===== config.mk =====
export PLATFORM = sky130hd
export DESIGN_NAME = mbtcp_pack
export DESIGN_NICKNAME = d
export VERILOG_FILES = /design/src/rtl/mbtcp_pkg.sv /design/src/rtl/mbtcp_pack.sv
export VERILOG_INCLUDE_DIRS = /design/src /design/src/rtl
export SDC_FILE = /design/constraint.sdc
export NUM_CORES = 1
export LEC_CHECK = 0
export ABC_CLOCK_PERIOD_IN_PS = 5200
export BUFFER_PORTS_ARGS = -buffer_cell sky130_fd_sc_hd__buf_2
export CAP_MARGIN = 20
export CORE_UTILIZATION = 30
export CTS_BUF_LIST = sky130_fd_sc_hd__clkbuf_2 sky130_fd_sc_hd__clkbuf_4 sky130_fd_sc_hd__clkbuf_8
export CTS_CLUSTER_SIZE = 16
export DETAILED_ROUTE_END_ITERATION = 6
export SYNTH_ARGS = -nofsm -noshare
export SYNTH_HDL_FRONTEND = slang
export SYNTH_SLANG_ARGS = --single-unit
export TNS_END_PERCENT = 10

===== constraint.sdc =====
create_clock -name i_clk -period 5.2 [get_ports i_clk]
set_input_delay 0.26 -clock i_clk [delete_from_list [all_inputs] [get_ports i_clk]]
set_output_delay 0.26 -clock i_clk [all_outputs]
set_load 0.01 [all_outputs]

===== src/rtl/modbus_tcp_request_server_unit_defines.svh =====
// Assertion macros shared by the Modbus TCP request server RTL
`ifndef MODBUS_TCP_REQUEST_SERVER_UNIT_DEFINES_SVH
`define MODBUS_TCP_REQUEST_SERVER_UNIT_DEFINES_SVH

// same-cycle implication, disabled while in reset
`define MBTCP_ASSERT_NOW(lbl, clk, rst_n, ante, cons, msg) \
    lbl: assert property (@(posedge clk) disable iff (!rst_n) (ante) |-> (cons)) \
        else $error(msg);

// next-cycle implication, disabled while in reset
`define MBTCP_ASSERT_NEXT(lbl, clk, rst_n, ante, cons, msg) \
    lbl: assert property (@(posedge clk) disable iff (!rst_n) (ante) |=> (cons)) \
        else $error(msg);

`endif


===== src/rtl/mbtcp_pkg.sv =====
// Shared types and constants for the Modbus TCP request server
`default_nettype none
package mbtcp_pkg;

    localparam int DEF_COIL_COUNT      = 2048;
    localparam int DEF_HOLDING_COUNT   = 1024;
    localparam int DEF_INPUT_REG_COUNT = 1024;
    localparam int DEF_FRAME_CAPACITY  = 512;

    localparam logic [1:0] MODE_BYTE  = 2'd0;
    localparam logic [1:0] MODE_COIL  = 2'd1;
    localparam logic [1:0] MODE_INPUT = 2'd2;

    localparam logic [7:0] FC_READ_COILS  = 8'h01;
    localparam logic [7:0] FC_READ_HOLD   = 8'h03;
    localparam logic [7:0] FC_READ_INPUT  = 8'h04;
    localparam logic [7:0] FC_WRITE_ONE   = 8'h06;
    localparam logic [7:0] FC_WRITE_MULTI = 8'h10;

    localparam logic [7:0] EXC_FLAG    = 8'h80;
    localparam logic [7:0] EXC_FUNC    = 8'h01;
    localparam logic [7:0] EXC_ADDR    = 8'h02;
    localparam logic [7:0] EXC_VALUE   = 8'h03;
    localparam logic [15:0] PROTO_ID   = 16'h0000;

    localparam int MAX_COIL_QTY  = 2000;
    localparam int MAX_READ_QTY  = 125;
    localparam int MAX_WRITE_QTY = 123;
    localparam int MIN_FRAME     = 8;
    localparam int HDR_BYTES     = 13;
    localparam int WORD_BYTES    = 8;

    typedef struct packed {
        logic [1:0]  mode;
        logic [7:0]  byte_value;
        logic        frame_end;
        logic [15:0] load_index;
        logic [15:0] load_value;
    } t_in_item;

    typedef struct packed {
        logic [63:0] resp_word;
        logic [3:0]  resp_bytes;
        logic        resp_last;
    } t_out_item;

    typedef struct packed {
        logic       valid;
        logic [7:0] data;
        logic       last;
    } t_push;

    typedef struct packed {
        logic        coil_we;
        logic        inp_we;
        logic [15:0] load_idx;
        logic [15:0] load_val;
        logic        hold_we;
        logic [15:0] hold_wa;
        logic [15:0] hold_wd;
        logic [15:0] rd_idx;
    } t_store_req;

    typedef struct packed {
        logic        clearing;
        logic        coil_rd;
        logic [15:0] hold_rd;
        logic [15:0] inp_rd;
    } t_store_rsp;

endpackage
`default_nettype wire


===== src/rtl/mbtcp_pack.sv =====
// Packs response bytes into 8-byte words behind an output register
`default_nettype none
`include "modbus_tcp_request_server_unit_defines.svh"
module mbtcp_pack (
    input  wire logic                  i_clk,
    input  wire logic                  i_rst_n,
    input  wire mbtcp_pkg::t_push      i_push,
    output logic                       o_free,
    output logic                       o_out_valid,
    input  wire logic                  i_out_stall,
    output mbtcp_pkg::t_out_item       o_out_item
);
    import mbtcp_pkg::*;

    logic [63:0]    r_acc;
    logic [2:0]     r_cnt;
    logic           r_ovalid;
    t_out_item      r_oitem;

    logic [63:0]    n_acc;
    logic [2:0]     lane;
    logic           emit;

    assign lane = 3'(3'd7 - r_cnt);
    assign emit = i_push.valid && ((32'(r_cnt) == WORD_BYTES - 1) || i_push.last);
    assign o_free = !r_ovalid || !i_out_stall;

    always_comb begin
        n_acc = r_acc;
        n_acc[{lane, 3'b000} +: 8] = i_push.data;
    end

    always_ff @(posedge i_clk) begin
        if (!i_rst_n) begin
            r_acc    <= '0;
            r_cnt    <= '0;
            r_ovalid <= 1'b0;
        end else begin
            if (i_push.valid) begin
                if (emit) begin
                    r_acc <= '0;
                    r_cnt <= '0;
                end else begin
                    r_acc <= n_acc;
                    r_cnt <= r_cnt + 3'd1;
                end
            end
            if (emit) begin
                r_ovalid             <= 1'b1;
                r_oitem.resp_word    <= n_acc;
                r_oitem.resp_bytes   <= {1'b0, r_cnt} + 4'd1;
                r_oitem.resp_last    <= i_push.last;
            end else if (r_ovalid && !i_out_stall) begin
                r_ovalid <= 1'b0;
            end
        end
    end

    assign o_out_valid = r_ovalid;
    assign o_out_item  = r_oitem;

    `MBTCP_ASSERT_NOW(a_push_gated, i_clk, i_rst_n, i_push.valid, o_free, "byte pushed while word slot busy")
    `MBTCP_ASSERT_NEXT(a_last_flush, i_clk, i_rst_n, i_push.valid && i_push.last, r_cnt == 3'd0, "partial word left after last byte")
    `MBTCP_ASSERT_NOW(a_bytes_range, i_clk, i_rst_n, r_ovalid, r_oitem.resp_bytes != 4'd0 && r_oitem.resp_bytes <= 4'd8, "bad byte count")

endmodule
`default_nettype wire


Yosys cells after proc, flatten, opt, wreduce, memory -nomap -nowiden --
Index checks and enable logic that the tools add are counted.
Word-level totals: output and inout bits 71, input port bits 13, word-level logic and storage cells 26, flip-flop bits (word level) 137
Cells by class: eq/ne operators 1, shift operators 2, multiplexer cells 5, reductions and logical operators 8, $add $sub $neg 4
Operators by type and width (count):
- bitwise mux 64 bit | 1
- two-way mux 64 bit | 1
- variable shift 8 x 8 -> 64 bit (first input constant) | 1
- variable part select 8 x 8 -> 64 bit | 1
- negation 6 -> 8 bit | 1
- adder 3 x 1 -> 4 bit (second input constant) | 1
- adder 3 x 1 -> 3 bit (second input constant) | 1
- equality test 3 bit (second input constant) | 1
- two-way mux 3 bit | 1
- subtractor 3 bit (first input constant) | 1
- logical AND 1 bit | 2
- zero test 1 bit | 2
- logical OR 1 bit | 2
- two-way mux 1 bit | 2
- AND reduction 2 bit | 1
- nonzero test 2 bit | 1

Longest topological paths before layout --
depth after elaboration 5, mapped depth 8, depth with buffers taken out 5

Worst setup path after synthesis --
OpenSTA, ideal clock, no wires.
path kind reg-to-reg, start point reg r_cnt[1], end point reg r_oitem, in the netlist o_out_item[0] (enable), data required time 4765 ps, period minus slack after synthesis 3082 ps, buffers on the path 0, setup time 435 ps, stages on the path, launching flop included 5, slack 2118 ps, arrival 2647 ps, path through dfxtp_1 -> ha_1 -> ha_1 -> or2_2 -> and3_1
Between the ends: word-level cells in the longest chain between the ends 4
RTL lines:
- start: declaration | RTL line mbtcp_pack.sv:16 | logic [2:0] r_cnt;
- start signal: assignment | RTL line mbtcp_pack.sv:45 | r_cnt <= r_cnt + 3'd1;
- equality test 3 bit | RTL line mbtcp_pack.sv:25 | assign emit = i_push.valid && ((32'(r_cnt) == WORD_BYTES - 1) || i_push.last);
- logical OR 1 bit | RTL line mbtcp_pack.sv:25
- logical AND 1 bit | RTL line mbtcp_pack.sv:25
- AND reduction 2 bit (no source line)
- end: declaration | RTL line mbtcp_pack.sv:18 | t_out_item r_oitem;
Every way passes these cells. A chain may end at the register's enable or synchronous reset.

Final worst setup path --
start point reg r_cnt[0], end point reg r_oitem, in the netlist o_out_item[55] (enable)
Same word-level chain as after synthesis.

==> summary.md <==
| Metric | Value |
|---|---|
| Outcome | `finished clean` |
| Final setup margin | `1800 ps` |
| Final setup fails | `0` |
| Final Instance Area | `between 6000 and 7000 µm²` |
| # rows | `51` |
| Clock Pin Slew Worst Setup and Hold Paths | `70 ps` |
| Post-Route WL | `15100 µm` |
| Max H-tree Level | `4` |
| Total of max-cap violations | `0` |
| Sequential share of the synthesized area | `57.6%` |
| DR WL/cell | `18.3 µm` |
| Hold path cells | `3` |
| CTS Hold Buffers Added | `0` |
| Yosys top cell area share | `34.8%` |
| First-pass GRT wire length | `22500 µm` |
| Die area | `20400 µm²` |
| CP Class | `reg2reg` |
| Flop-to-flop setup slack | `1800 ps` |
| Worst skew pair latency | `450 ps` |
| Met1 wire length | `around 7000 µm` |
| Vias/cell | `a little under 5` |
| CP most frequent cell | `ha_1` |
| Drt pass-1 iters | `4` |
| Syn avg cell area | `12.3 µm²` |
| Pin count of the biggest net entering global routing | `101` |
| Overflow after GRT | `0` |
| Routed wl met2 | `approximately 7000 µm` |
| CTS tree | `built` |
| Fin util | `35.3%` |
| Port Buffers | `83` |
| Headroom to the max-slew limit | `30.9%` |
| Worst-case reg-to-reg path depth | `5` |
| Cell Area, Placed | `6510 µm²` |
| Starting Density | `30.6%` |
| LEAKAGE | `between 2 and 2.5 nW` |
| Fin. Hold Viols | `0` |
| CP max stage cell | `and3_2` |
| Worst hold slack | `90.8 ps` |
| Post-CTS setup buffer count | `0` |
| Post-Synthesis Cells | `485` |
| RSZ-0062 raised after global routing | `false` |
| Core box area | `~19000 µm²` |
| Placement Setup Slack | `1790 ps` |
| Post-layout power | `2.10 mW` |
| Area leader, netlist | `edfxtp_1` |
| Area delta synth->final | `15.3%` |
| Cell Area, Synth | `5960 µm²` |
| Global Route Usage Sum | `15.2%` |
| Antenna-violating nets left | `0` |
| Most common cell after layout, fill and taps aside | `buf_2` |
| Worst EP arrival | `3520 ps` |
| Nets | `561` |
| DRC Markers | `0` |
| Post-layout min period | `3400 ps` |
| Die Y-Extent | `approximately 140 µm` |
| Synthesized flop and latch total | `137` |
| Worst hold start | `i_out_stall` |
| Layout Cells excl Fill | `823` |
| CP Data Required Time | `around 5300 ps` |
| Share of flip-flops with an asynchronous set or reset | `0%` |
| Crit Path Max Fanout | `43` |
| Ports | `84` |
| Worst Path Buf+Inv | `1` |
| DIE WIDTH | `~140 µm` |
| Largest cells by area after synthesis | `edfxtp_1, dfxtp_1, mux2_2, nand3_1, o21ai_0` |
| GPL Wtd Cong | `between 0.7 and 0.8` |
| Sink Count | `137` |
| Diode count | `0` |
| Post-synth EDFFs | `69` |
| CTS Buffer Depth | `2` |
| CP Launch Type | `register` |
| Vias in the first global route | `3850` |
| Max incr delay on CP | `roughly 880 ps` |
| Gates resized, CTS repair | `0` |
| PwrDens | `306 nW/µm²` |
| Cells after DPL | `791` |
| Clock root buffer master | `clkbuf_8` |
| Synth Warn # | `0` |
| Net Count, Synth | `501` |
| Hold Path Sink | `o_out_valid$_SDFFE_PN0P_` |
| Worst-Margin Slew | `roughly 1000 ps` |
| Setup_tns | `0 ps` |
| Met3 Routed Length | `785 µm` |
| Max Slew Vio Count | `0` |
| Inserted Clock Buffers | `17` |
| Prevailing post-synth register cell | `edfxtp_1` |
| R2r startpoint | `r_cnt[0]$_SDFFE_PN0P_` |
| Worst R2R End | `o_out_item[55]$_DFFE_PP_` |
| Fmax | `0.294 GHz` |
| Worst vdd ir | `0.124 mV` |
| Cell variety after synth | `41` |
| Most frequent cells in the layout | `buf_2, edfxtp_1, dfxtp_1` |
| Period utilization | `between 60% and 70%` |
| CP endpoint kind | `register` |
| Setup Skew | `6.36 ps` |
| Vias post-DR | `4072` |
| CP top delay family | `simple AND/OR/NAND/NOR gates` |
| Initial antenna violation count | `0` |
| Worst path cell trace | `ha_1, ha_1, or2_2, and3_2, buf_4` |
| Share of layout cells above drive strength 1 | `36.0%` |
| Final HPWL DP | `between 9000 and 10000 µm` |
| Hold Crit Class | `in2reg` |
| DR iter-0 viols | `302` |
| Top Metal Used | `met4` |
## routing by layer
layer	up-vias	global-route usage [%]
met2	112	24.1
met4	0	4.24
li1	1956	-
met5	-	0
met3	14	4.46
met1	1990	20.0
## report_power, final
part	internal, mW	total, mW	leakage (nW)	switching, mW
Combinational	0.0463	0.149	1.10	0.103
Sequential	1.15	1.16	1.19	0.00943
Clock	0.414	0.795	0.193	0.380
## logic make-up after synthesis
family	count (synthesis)	share of synthesized area, %
DFF	137	57.6
buffers and inverters	49	4.20
muxes	65	12.3
adders and majority gates	3	0.630
and+or+nand+nor	141	15.0
AOI/OAI and AO/OA	90	10.3
## state kept, by name, summed over array words and instances, names as in the netlist
signal,cells
o_out_item,69
r_cnt,3
o_out_valid,1
r_acc,64
## Yosys cell counts, types with 8 or more instances
cell      count
and3_1       10
nand3_1      33
and2_1        8
edfxtp_1     69
nand4_1      24
nand2_1      34
dfxtp_1      68
a21boi_1     11
a21boi_0     15
and4bb_2      8
o311ai_0     16
o21ai_0      32
clkbuf_1     29
mux2_2       61
o211ai_1      8
## worst min-delay path: stages
cell,delay (ps)
buf_2,90
nand2_1,70
a21boi_0,70
## worst max path at each step
stage                                startpoint                  endpoint  slack (ps)  cells past startpoint
final                     r_cnt[0]$_SDFFE_PN0P_  o_out_item[55]$_DFFE_PP_        1800                      5
after global routing      r_cnt[0]$_SDFFE_PN0P_  o_out_item[52]$_DFFE_PP_        1510                      5
after CTS                 r_cnt[0]$_SDFFE_PN0P_  o_out_item[55]$_DFFE_PP_        1760                      5
after detailed placement  r_cnt[0]$_SDFFE_PN0P_  o_out_item[55]$_DFFE_PP_        1790                      5
after global placement    r_cnt[0]$_SDFFE_PN0P_  o_out_item[55]$_DFFE_PP_        2000                      5
after floorplan           r_cnt[1]$_SDFFE_PN0P_   o_out_item[0]$_DFFE_PP_        2120                      4
## area by class of cell
class | count | area, µm²
Clock buffer | 29 | 343
Clock inverter | 3 | 17.5
Fill cell | 1909 | 12600
Inverter | 2 | 7.51
Multi-Input combinational cell | 299 | 2280
Sequential cell | 137 | 3430
Tap cell | 265 | 332
Timing Repair Buffer | 88 | 453
(Power assumes the default switching activity.)
